[src/sv/sss_pkg.sv]
`timescale 1ns / 1ps
package sss_pkg;

  localparam int DEF_DIGIT_COUNT  = 4;
  localparam int DEF_SEGMENT_BITS = 8;
  localparam int DEF_DWELL_WIDTH  = 16;

  localparam int NUMBER_BITS   = 14;
  localparam int CFG_BITS      = 16;
  localparam int POS_BITS      = 3;
  localparam int BIT_IDX_BITS  = 3;
  localparam int SEG_CODE_BITS = 8;
  localparam int QUEUE_DEPTH   = 2;

  localparam logic [CFG_BITS-1:0] DWELL_RESET = 16'd5000;

  typedef enum logic [2:0] {
    PH_SELECT = 3'd0,
    PH_CLEAR  = 3'd1,
    PH_DATA   = 3'd2,
    PH_RISE   = 3'd3,
    PH_FALL   = 3'd4,
    PH_LATCH  = 3'd5,
    PH_DWELL  = 3'd6
  } phase_t;

  typedef struct packed {
    phase_t                  kind;
    logic [POS_BITS-1:0]     digit;
    logic [BIT_IDX_BITS-1:0] bit_idx;
    logic                    start;
    logic [NUMBER_BITS-1:0]  value;
  } cmd_t;

  function automatic logic [31:0] pow10(input int n);
    logic [31:0] r;
    r = 32'd1;
    for (int i = 0; i < n; i++) begin
      r = r * 32'd10;
    end
    return r;
  endfunction

  function automatic logic [SEG_CODE_BITS-1:0] seg_code(input logic [3:0] d);
    logic [SEG_CODE_BITS-1:0] c;
    unique case (d)
      4'd0:    c = 8'h03;
      4'd1:    c = 8'h9F;
      4'd2:    c = 8'h25;
      4'd3:    c = 8'h0D;
      4'd4:    c = 8'h99;
      4'd5:    c = 8'h49;
      4'd6:    c = 8'h41;
      4'd7:    c = 8'h1F;
      4'd8:    c = 8'h01;
      4'd9:    c = 8'h09;
      default: c = 8'hFF;
    endcase
    return c;
  endfunction

endpackage

[src/sv/sss_front.sv]
`timescale 1ns / 1ps
module sss_front import sss_pkg::*; #(
  parameter int DIGIT_COUNT  = DEF_DIGIT_COUNT,
  parameter int SEGMENT_BITS = DEF_SEGMENT_BITS,
  parameter int DWELL_WIDTH  = DEF_DWELL_WIDTH
) (
  input  logic                   clk,
  input  logic                   rst,
  input  logic                   tick,
  input  logic [NUMBER_BITS-1:0] number_value,
  input  logic                   cfg_valid,
  output logic                   cfg_ready,
  input  logic [CFG_BITS-1:0]    cfg_data,
  output cmd_t                   cmd
);

  localparam int PW = (DIGIT_COUNT > 1) ? $clog2(DIGIT_COUNT) : 1;
  localparam int BW = $clog2(SEGMENT_BITS + 1);

  phase_t                 phase, phase_next;
  logic [PW-1:0]          digit_position, digit_position_next;
  logic [BW-1:0]          bit_position, bit_position_next;
  logic [DWELL_WIDTH-1:0] dwell_count, dwell_count_next;
  logic [CFG_BITS-1:0]    dwell_ticks;
  logic [BW-1:0]          bit_inc;

  assign cfg_ready = 1'b1;
  assign bit_inc   = bit_position + 1'b1;

  always_ff @(posedge clk) begin
    if (rst) begin
      dwell_ticks <= DWELL_RESET;
    end else if (cfg_valid && cfg_ready) begin
      dwell_ticks <= cfg_data;
    end
  end

  always_ff @(posedge clk) begin
    if (rst) begin
      phase          <= PH_SELECT;
      digit_position <= '0;
      bit_position   <= '0;
      dwell_count    <= '0;
    end else if (tick) begin
      phase          <= phase_next;
      digit_position <= digit_position_next;
      bit_position   <= bit_position_next;
      dwell_count    <= dwell_count_next;
    end
  end

  always_comb begin
    phase_next          = phase;
    digit_position_next = digit_position;
    bit_position_next   = bit_position;
    dwell_count_next    = dwell_count;
    unique case (phase)
      PH_SELECT: phase_next = PH_CLEAR;
      PH_CLEAR: begin
        bit_position_next = '0;
        phase_next        = PH_DATA;
      end
      PH_DATA: phase_next = PH_RISE;
      PH_RISE: phase_next = PH_FALL;
      PH_FALL: begin
        bit_position_next = bit_inc;
        phase_next = (bit_inc >= BW'(SEGMENT_BITS)) ? PH_LATCH : PH_DATA;
      end
      PH_LATCH: begin
        dwell_count_next = DWELL_WIDTH'(dwell_ticks);
        phase_next       = PH_DWELL;
      end
      PH_DWELL: begin
        if (dwell_count <= DWELL_WIDTH'(1)) begin
          dwell_count_next = '0;
          if (digit_position == PW'(DIGIT_COUNT - 1)) begin
            digit_position_next = '0;
          end else begin
            digit_position_next = digit_position + 1'b1;
          end
          phase_next = PH_SELECT;
        end else begin
          dwell_count_next = dwell_count - 1'b1;
        end
      end
      default: phase_next = PH_CLEAR;
    endcase
  end

  always_comb begin
    cmd.kind    = phase;
    cmd.digit   = POS_BITS'(digit_position);
    cmd.bit_idx = BIT_IDX_BITS'(bit_position);
    cmd.start   = (phase == PH_SELECT) && (digit_position == '0);
    cmd.value   = number_value;
  end

  a_data_bit_in_range: assert property (@(posedge clk) disable iff (rst)
    phase == PH_DATA |-> bit_position < BW'(SEGMENT_BITS))
    else $error("Data phase reached with the bit position past the segment code.");

endmodule

[src/sv/sss_queue.sv]
`timescale 1ns / 1ps
module sss_queue import sss_pkg::*; (
  input  logic clk,
  input  logic rst,
  input  logic push,
  input  cmd_t push_data,
  output logic full,
  output logic avail,
  output cmd_t head,
  input  logic pop
);

  localparam int AW = $clog2(QUEUE_DEPTH);
  localparam int CW = $clog2(QUEUE_DEPTH + 1);

  cmd_t          entry [QUEUE_DEPTH];
  logic [AW-1:0] wr_ptr, rd_ptr;
  logic [CW-1:0] count;

  assign full  = (count == CW'(QUEUE_DEPTH));
  assign avail = (count != '0);
  assign head  = entry[rd_ptr];

  always_ff @(posedge clk) begin
    if (push) begin
      entry[wr_ptr] <= push_data;
    end
  end

  always_ff @(posedge clk) begin
    if (rst) begin
      wr_ptr <= '0;
      rd_ptr <= '0;
      count  <= '0;
    end else begin
      if (push) begin
        wr_ptr <= (wr_ptr == AW'(QUEUE_DEPTH - 1)) ? '0 : wr_ptr + 1'b1;
      end
      if (pop) begin
        rd_ptr <= (rd_ptr == AW'(QUEUE_DEPTH - 1)) ? '0 : rd_ptr + 1'b1;
      end
      if (push && !pop) begin
        count <= count + 1'b1;
      end else if (pop && !push) begin
        count <= count - 1'b1;
      end
    end
  end

  a_count_grows: assert property (@(posedge clk) disable iff (rst)
    push && !pop |=> count == $past(count) + 1'b1)
    else $error("Queue count did not grow on a lone transfer in.");

endmodule

[src/sv/sss_digits.sv]
`timescale 1ns / 1ps
module sss_digits import sss_pkg::*; #(
  parameter int DIGIT_COUNT = DEF_DIGIT_COUNT
) (
  input  logic                   clk,
  input  logic                   rst,
  input  logic                   start,
  input  logic [NUMBER_BITS-1:0] value,
  input  logic [POS_BITS-1:0]    rd_pos,
  output logic [3:0]             rd_digit,
  output logic                   busy
);

  localparam int PW = (DIGIT_COUNT > 1) ? $clog2(DIGIT_COUNT) : 1;
  localparam logic [31:0] LIMIT = pow10(DIGIT_COUNT) - 32'd1;

  logic [3:0]             held [DIGIT_COUNT];
  logic [31:0]            weight [DIGIT_COUNT];
  logic [NUMBER_BITS-1:0] rem;
  logic [NUMBER_BITS-1:0] sat_value;
  logic [PW-1:0]          conv_pos;
  logic [31:0]            w;
  logic [3:0]             step_digit;
  logic [31:0]            step_sub;

  for (genvar k = 0; k < DIGIT_COUNT; k++) begin : g_weight
    assign weight[k] = pow10(DIGIT_COUNT - 1 - k);
  end

  assign sat_value = (32'(value) > LIMIT) ? NUMBER_BITS'(LIMIT) : value;
  assign rd_digit  = held[rd_pos[PW-1:0]];

  always_comb begin
    w          = weight[conv_pos];
    step_digit = '0;
    step_sub   = '0;
    for (int d = 1; d <= 9; d++) begin
      if (32'(rem) >= 32'(d) * w) begin
        step_digit = 4'(d);
        step_sub   = 32'(d) * w;
      end
    end
  end

  always_ff @(posedge clk) begin
    if (rst) begin
      busy     <= 1'b0;
      conv_pos <= '0;
      for (int k = 0; k < DIGIT_COUNT; k++) begin
        held[k] <= '0;
      end
    end else if (start) begin
      busy     <= 1'b1;
      conv_pos <= '0;
    end else if (busy) begin
      held[conv_pos] <= step_digit;
      if (conv_pos == PW'(DIGIT_COUNT - 1)) begin
        busy <= 1'b0;
      end else begin
        conv_pos <= conv_pos + 1'b1;
      end
    end
  end

  always_ff @(posedge clk) begin
    if (start) begin
      rem <= sat_value;
    end else if (busy) begin
      rem <= rem - NUMBER_BITS'(step_sub);
    end
  end

  a_no_overlap: assert property (@(posedge clk) disable iff (rst)
    start |-> !busy)
    else $error("A new number was captured while the digit split was still running.");

endmodule

[src/sv/sss_back.sv]
`timescale 1ns / 1ps
module sss_back import sss_pkg::*; #(
  parameter int DIGIT_COUNT = DEF_DIGIT_COUNT
) (
  input  logic       clk,
  input  logic       rst,
  input  logic       avail,
  input  cmd_t       head,
  output logic       pop,
  output logic       out_valid,
  input  logic       out_stall,
  output logic       serial_data,
  output logic       shift_clock,
  output logic       latch_clock,
  output logic       digit_line_a,
  output logic       digit_line_b,
  output logic [1:0] digit_index,
  output logic       scan_start
);

  logic                     capture;
  logic [3:0]               cur_digit;
  logic [SEG_CODE_BITS-1:0] code;
  logic                     conv_busy;

  assign pop     = avail && (!out_valid || !out_stall);
  assign capture = pop && (head.kind == PH_SELECT) && head.start;
  assign code    = seg_code(cur_digit);

  sss_digits #(
    .DIGIT_COUNT(DIGIT_COUNT)
  ) u_digits (
    .clk      (clk),
    .rst      (rst),
    .start    (capture),
    .value    (head.value),
    .rd_pos   (head.digit),
    .rd_digit (cur_digit),
    .busy     (conv_busy)
  );

  always_ff @(posedge clk) begin
    if (rst) begin
      out_valid    <= 1'b0;
      serial_data  <= 1'b0;
      shift_clock  <= 1'b0;
      latch_clock  <= 1'b0;
      digit_line_a <= 1'b0;
      digit_line_b <= 1'b0;
    end else begin
      if (pop) begin
        out_valid <= 1'b1;
      end else if (!out_stall) begin
        out_valid <= 1'b0;
      end
      if (pop) begin
        unique case (head.kind)
          PH_SELECT: begin
            digit_line_a <= ~head.digit[0];
            digit_line_b <= ~head.digit[1];
          end
          PH_CLEAR: begin
            shift_clock <= 1'b0;
            latch_clock <= 1'b0;
          end
          PH_DATA:  serial_data <= code[head.bit_idx];
          PH_RISE:  shift_clock <= 1'b1;
          PH_FALL:  shift_clock <= 1'b0;
          PH_LATCH: latch_clock <= 1'b1;
          PH_DWELL: ;
          default:  ;
        endcase
      end
    end
  end

  always_ff @(posedge clk) begin
    if (pop) begin
      digit_index <= head.digit[1:0];
      scan_start  <= head.start;
    end
  end

  a_start_on_first_digit: assert property (@(posedge clk) disable iff (rst)
    out_valid && scan_start |-> digit_index == 2'd0)
    else $error("Scan start reported on a digit other than the first.");

  a_capture_idle_split: assert property (@(posedge clk) disable iff (rst)
    pop && head.kind == PH_DATA |-> !(conv_busy && head.digit == '0 && $past(capture)))
    else $error("First digit read before the split produced it.");

endmodule

[src/sv/seven_segment_scan_serializer.sv]
`timescale 1ns / 1ps
// Drives a four-digit multiplexed display through a serial segment shift register.
// Each input transfer is one tick of the pin waveform; on the first tick of a scan
// the number_value of that transfer is captured, held to 9999 at most and split
// into decimal digits. Every tick gives exactly one output transfer with the pin
// levels after that tick: serial_data, shift_clock, latch_clock, the two digit
// select lines, the digit being driven and a scan_start flag.
// The dwell time per digit comes from a write on the cfg channel (cfg_data), taken
// whenever cfg_valid is high; write it only while no ticks are in flight.
// An accepted tick is written into the two-entry command queue between the tick
// sequencer and the pin stage, then registered in the pin stage outputs; one tick
// per cycle is sustained while out_stall is low. in_stall only rises once a stall
// has lasted long enough to fill the queue; a stalled result holds its value.
// The digit split works through the digits one after another after capture and runs
// ahead of the pin stage, which first needs a digit two ticks after the capture.
// After reset the dwell is 5000 ticks, the scan starts at the first digit and
// serial_data, shift_clock, latch_clock and both digit select lines are low.
module seven_segment_scan_serializer import sss_pkg::*; #(
  parameter int DIGIT_COUNT  = DEF_DIGIT_COUNT,
  parameter int SEGMENT_BITS = DEF_SEGMENT_BITS,
  parameter int DWELL_WIDTH  = DEF_DWELL_WIDTH
) (
  input  logic                   clk,
  input  logic                   rst,
  input  logic                   in_valid,
  output logic                   in_stall,
  input  logic [NUMBER_BITS-1:0] number_value,
  output logic                   out_valid,
  input  logic                   out_stall,
  output logic                   serial_data,
  output logic                   shift_clock,
  output logic                   latch_clock,
  output logic                   digit_line_a,
  output logic                   digit_line_b,
  output logic [1:0]             digit_index,
  output logic                   scan_start,
  input  logic                   cfg_valid,
  output logic                   cfg_ready,
  input  logic [CFG_BITS-1:0]    cfg_data
);

  logic tick;
  logic q_full;
  logic q_avail;
  logic q_pop;
  cmd_t cmd;
  cmd_t q_head;

  assign in_stall = q_full;
  assign tick     = in_valid && !in_stall;

  sss_front #(
    .DIGIT_COUNT  (DIGIT_COUNT),
    .SEGMENT_BITS (SEGMENT_BITS),
    .DWELL_WIDTH  (DWELL_WIDTH)
  ) u_front (
    .clk          (clk),
    .rst          (rst),
    .tick         (tick),
    .number_value (number_value),
    .cfg_valid    (cfg_valid),
    .cfg_ready    (cfg_ready),
    .cfg_data     (cfg_data),
    .cmd          (cmd)
  );

  sss_queue u_queue (
    .clk       (clk),
    .rst       (rst),
    .push      (tick),
    .push_data (cmd),
    .full      (q_full),
    .avail     (q_avail),
    .head      (q_head),
    .pop       (q_pop)
  );

  sss_back #(
    .DIGIT_COUNT(DIGIT_COUNT)
  ) u_back (
    .clk          (clk),
    .rst          (rst),
    .avail        (q_avail),
    .head         (q_head),
    .pop          (q_pop),
    .out_valid    (out_valid),
    .out_stall    (out_stall),
    .serial_data  (serial_data),
    .shift_clock  (shift_clock),
    .latch_clock  (latch_clock),
    .digit_line_a (digit_line_a),
    .digit_line_b (digit_line_b),
    .digit_index  (digit_index),
    .scan_start   (scan_start)
  );

endmodule

[config.mk]
export PLATFORM = sky130hd
export DESIGN_NAME = seven_segment_scan_serializer
export DESIGN_NICKNAME = d
export VERILOG_FILES = /design/src/sv/sss_pkg.sv /design/src/sv/sss_front.sv /design/src/sv/sss_queue.sv /design/src/sv/sss_digits.sv /design/src/sv/sss_back.sv /design/src/sv/seven_segment_scan_serializer.sv
export SDC_FILE = /design/constraint.sdc
export NUM_CORES = 1
export LEC_CHECK = 0
export BUFFER_PORTS_ARGS = -buffer_cell sky130_fd_sc_hd__buf_2
export CAP_MARGIN = 20
export CORE_UTILIZATION = 29
export DETAILED_ROUTE_END_ITERATION = 8
export SLEW_MARGIN = 25
export SYNTH_ARGS = -nofsm -noshare
export SYNTH_HDL_FRONTEND = slang
export SYNTH_SLANG_ARGS = --single-unit
[constraint.sdc]
create_clock -name clk -period 7.7 [get_ports clk]
set_input_delay 0.385 -clock clk [delete_from_list [all_inputs] [get_ports clk]]
set_output_delay 0.385 -clock clk [all_outputs]
set_load 0.01 [all_outputs]
==> metrics.csv <==
stage,metric,value,unit
status,outcome,completed,
clock_tree,root buf cell,clkbuf_16,
finish,Antenna diodes,0,
finish,Reg area,0.003473,mm²
synthesis,"Seq/Total Area, Yosys",36.96,%
finish,"Design Area, Final",0.01054,mm²
detailed_routing,drt wl/cell,17.12,µm
global_route,Tot GR Track Use,15.16,%
synthesis,Syn Area/Cell,9.294,µm²
clock_tree,clk_lat worst skew,0.44,ns
critical_path,Worst Reg2Reg Path Length in Cells,22,
critical_path,Reg2Reg Launch Point,u_back.u_digits.conv_pos[1],
critical_path,crit end category,flop,
global_route,largest net degree at the start of global routing,62,
place,GPL Wtd Cong,0.9666,
clock_tree,TritonCTS Buffers,17,
place,Port-buffer cells,44,
finish,Nets,1171,
clock_tree,htree depth,4,
power_and_ir_drop,Cell Pwr Density,375.8,mW/mm²
synthesis,Yosys cell types,88,
critical_path,r2r setup slk,1.12,ns
clock_tree,Post-CTS Repair Setup Buffers,0,
critical_path,CP required,7.85,ns
detailed_routing,DRT Pass-1 Iters,5,
power_and_ir_drop,Comb power frac,53.5,%
clock_tree,CTS clock-pin slew for the worst setup and hold paths,0.07,ns
timing,Final Skew,0.01211,ns
power_and_ir_drop,Leakage Power,4.127,nW
synthesis,synthesized instance count,1011,
flow_run,max_cap viols,0,
detailed_routing,Antenna Nets Post-Route,0,
global_route,remaining global-route overflow,0,
floorplanning,Core ar.,0.03172,mm²
synthesis,Synth Register Bits,134,
synthesis,Ys Warns,0,
clock_tree,CTS tree,built,
critical_path,worst setup path category,flop to flop,
hold_path,hold_sp,number_value[12],
clock_tree,Max Root-Sink Buffers,2,
timing,TNS Setup,0,ns
critical_path,worst path arrival time,6.73,ns
global_route,first-pass GRT wire length,39.52,mm
hold_path,Min-Delay Endpoint,u_queue.entry[1][12],
detailed_routing,initial DRC count,527,
power_and_ir_drop,Clk pwr share,19.7,%
synthesis,main flop type after synthesis,edfxtp_1,
floorplanning,Die H,182.0,µm
timing,Worst slew margin,36.77,%
power_and_ir_drop,NetSw,0.001724,W
finish,layout cell share with drive strength beyond 1,12.41,%
timing,Fmax,152.1,MHz
synthesis,async set or reset register ratio after synthesis,0,%
floorplanning,die width,182.0,µm
timing,fin crit share,85.40,%
detailed_routing,DRC violations left,0,
timing,final-report hold violation count,0,
detailed_routing,WL final,24.97,mm
floorplanning,Initial Util,29.63,%
power_and_ir_drop,Int Power,0.002238,W
floorplanning,num rows,65,
floorplanning,IO Pins,46,
critical_path,reg-to-reg endpoint,u_back.u_digits.rem[12],
hold_path,worst hold path class,primary input to flop,
detailed_routing,vias per cell,5.441,
timing,RSZ-0062 raised after global routing,false,
timing,final critical-path required period,6.576,ns
timing,fin. max-slew vios,0,
global_route,vias in the first global route,7328,
clock_tree,CTS Hold Bufs,0,
hold_path,Hold Path Depth,1,
timing,actual slew at the worst max-slew pin,0.9421,ns
timing,"Setup violations, final",0,
power_and_ir_drop,peak supply drop,0.2595,mV
place,hpwl dp,18.29,mm
finish,Layout fillers,3301,
detailed_routing,DR vias,7933,
synthesis,"Cell Area, Synth",0.009397,mm²
synthesis,"EDFF count, synth",79,
floorplanning,Die Area,0.03313,mm²
critical_path,crit path launch type,flop,
place,Placed Area,0.009972,mm²
place,placed cell count,1426,
global_route,initial antenna violation count,0,
power_and_ir_drop,Sequential Power Share,26.8,%
finish,area added between synthesis and finish,12.18,%
synthesis,Syn Nets,1139,
power_and_ir_drop,switching share of total power,43.51,%
critical_path,Max Fanout on Critical Path,16,
clock_tree,number of gates resized after cts,0,
clock_tree,TritonCTS Sinks,134,
finish,non-filler instance count after layout,1458,
finish,area of the multi-input gates,0.005528,mm²
-- routing by layer --
layer  global-route usage, %  vias up  wire, µm
li1                        -     3862         -
met1                   20.24     3730     11590
met2                   23.20      288     10950
met3                   3.530       53      1628
met4                   6.756        0       792
met5                       0        -         0
-- how the worst max path moves through the flow --
stage                                      startpoint                 endpoint  slack [ns]  depth (start not counted)
final                     u_back.u_digits.conv_pos[1]  u_back.u_digits.rem[12]        1.12                         22
after global routing      u_back.u_digits.conv_pos[1]  u_back.u_digits.rem[12]        0.61                         22
after CTS                 u_back.u_digits.conv_pos[1]  u_back.u_digits.rem[12]        1.24                         22
after detailed placement  u_back.u_digits.conv_pos[1]  u_back.u_digits.rem[12]        1.29                         22
after global placement    u_back.u_digits.conv_pos[1]  u_back.u_digits.rem[12]        1.23                         22
after floorplan           u_back.u_digits.conv_pos[1]  u_back.u_digits.rem[12]        2.19                         23
-- layout by cell type, fill, tap and decap left out, types with 8 or more instances in the layout --
cell         n
nand2b_1    20
clkbuf_16   17
buf_2       44
o21ai_0     44
mux2_2       9
inv_1       40
a22oi_1     17
edfxtp_1    79
xor2_1      11
a21oi_1     70
a211o_1     10
inv_6        8
a211oi_1    11
nand3_1     26
nor3_1      23
nand2_1     76
xnor2_1     17
a221oi_1     9
o21ai_1      9
o211ai_1    10
a21o_1       9
nor2b_1     12
mux2i_1     35
nand4_1      8
ha_1        91
o31ai_1     15
o21a_1       9
or3_1       11
dfxtp_1     55
a31oi_1      8
buf_4       11
nor2_1     112
-- worst max-delay path, cell delays in order (launching register included) --
cell      delay (ns)
dfxtp_1         0.33
clkinv_1        0.42
ha_1            0.62
ha_1            0.49
inv_1           0.07
ha_1            0.29
nand2_1         0.05
o21ai_0         0.17
a31oi_1         0.18
o21ai_1         0.78
inv_1           0.29
or3_1           0.41
a22o_1          0.20
o31ai_1         0.09
ha_1            0.34
nor2b_1         0.14
o21ai_0         0.20
a21oi_1         0.12
o21ai_0         0.29
a211oi_1        0.16
o32ai_1         0.35
xor2_1          0.18
o22ai_1         0.09
-- synth_stat cells, types with 4 or more instances --
library cell,instances,area (µm²)
a211o_1,10,87.58
a211oi_1,11,82.58
a21o_1,9,67.56
a21oi_1,70,350.3
a221oi_1,9,78.83
a22oi_1,17,127.6
a31oi_1,8,50.05
a32oi_1,6,52.55
and2_1,7,43.79
and3_1,6,37.54
buf_2,5,25.02
buf_4,5,37.54
buf_6,4,45.04
clkbuf_1,23,86.33
dfxtp_1,55,1101
edfxtp_1,79,2372
ha_1,91,1139
inv_1,40,150.1
mux2_2,9,101.4
mux2i_1,35,350.3
nand2_1,76,285.3
nand2b_1,20,125.1
nand3_1,26,130.1
nand4_1,8,50.05
nor2_1,113,424.2
nor2b_1,12,75.07
nor3_1,23,115.1
nor4_1,7,43.79
o211ai_1,10,75.07
o21a_1,9,67.56
o21ai_0,45,225.2
o21ai_1,8,40.04
o21ai_2,6,52.55
o221ai_1,5,43.79
o22ai_1,7,43.79
o31ai_1,15,112.6
o32ai_1,4,35.03
or2_2,6,37.54
or3_1,11,68.82
xnor2_1,17,148.9
xor2_1,11,96.34
-- flip-flops by register name (all words and copies together), names as in the netlist, 2 cells and up, named ones only --
name / flops
u_front.dwell_count: 16
u_front.digit_position: 2
u_front.bit_position: 4
u_back.u_digits.conv_pos: 2
u_front.dwell_ticks: 16
u_queue.entry: 46
u_front.phase: 3
u_back.digit_index: 2
u_back.u_digits.rem: 14
u_queue.count: 2
u_back.u_digits.held: 16
-- power by group through the flow --
stage | registers, W | clock network [W] | logic (W)
detailed placement | 0.00107 | 0 | 0.00208
global placement | 0.00107 | 0 | 0.00208
finish | 0.00106 | 0.000779 | 0.00212
global route | 0.00107 | 0.000827 | 0.00234
CTS | 0.00106 | 0.000799 | 0.00210
floorplan | 0.00103 | 0 | 0.00161
-- stage by stage --
stage,worst slack [ns],power [W],utilization [%],hold WS (ns)
3_5_place_dp,1.291,0.003151,31.44,0.4759
6_report,1.124,0.003962,33.23,0.1363
4_1_cts,1.244,0.003955,33.23,0.1195
3_3_place_gp,1.226,0.003155,31.44,0.4608
2_1_floorplan,2.186,0.002637,-,0.4417
5_1_grt,0.6136,0.004244,33.23,0.1285
-- kinds of logic (layout without fill, tap and decap cells) --
kind of cell | count (synthesis) | after routing | synth area share (%)
other | 1 | 1 | 0.03991
multiplexers | 49 | 49 | 5.699
XOR/XNOR | 28 | 28 | 2.610
AND/OR/NAND/NOR | 337 | 337 | 17.46
flip-flops | 134 | 134 | 36.96
buffers and inverters | 86 | 131 | 4.314
AO/OA/AOI/OAI | 283 | 283 | 20.37
adder cells (fa/ha/maj) | 93 | 93 | 12.54
-- final cells by class --
class / count / area share, %
sequential: 134 / 32.95
timing repair buffer: 55 / 2.872
clock inverter: 14 / 1.234
inverter: 44 / 1.567
multi-input combinational: 791 / 52.44
clock buffer: 18 / 4.166
tap: 402 / 4.771
Note: power is estimated with default switching activity, not from simulation.
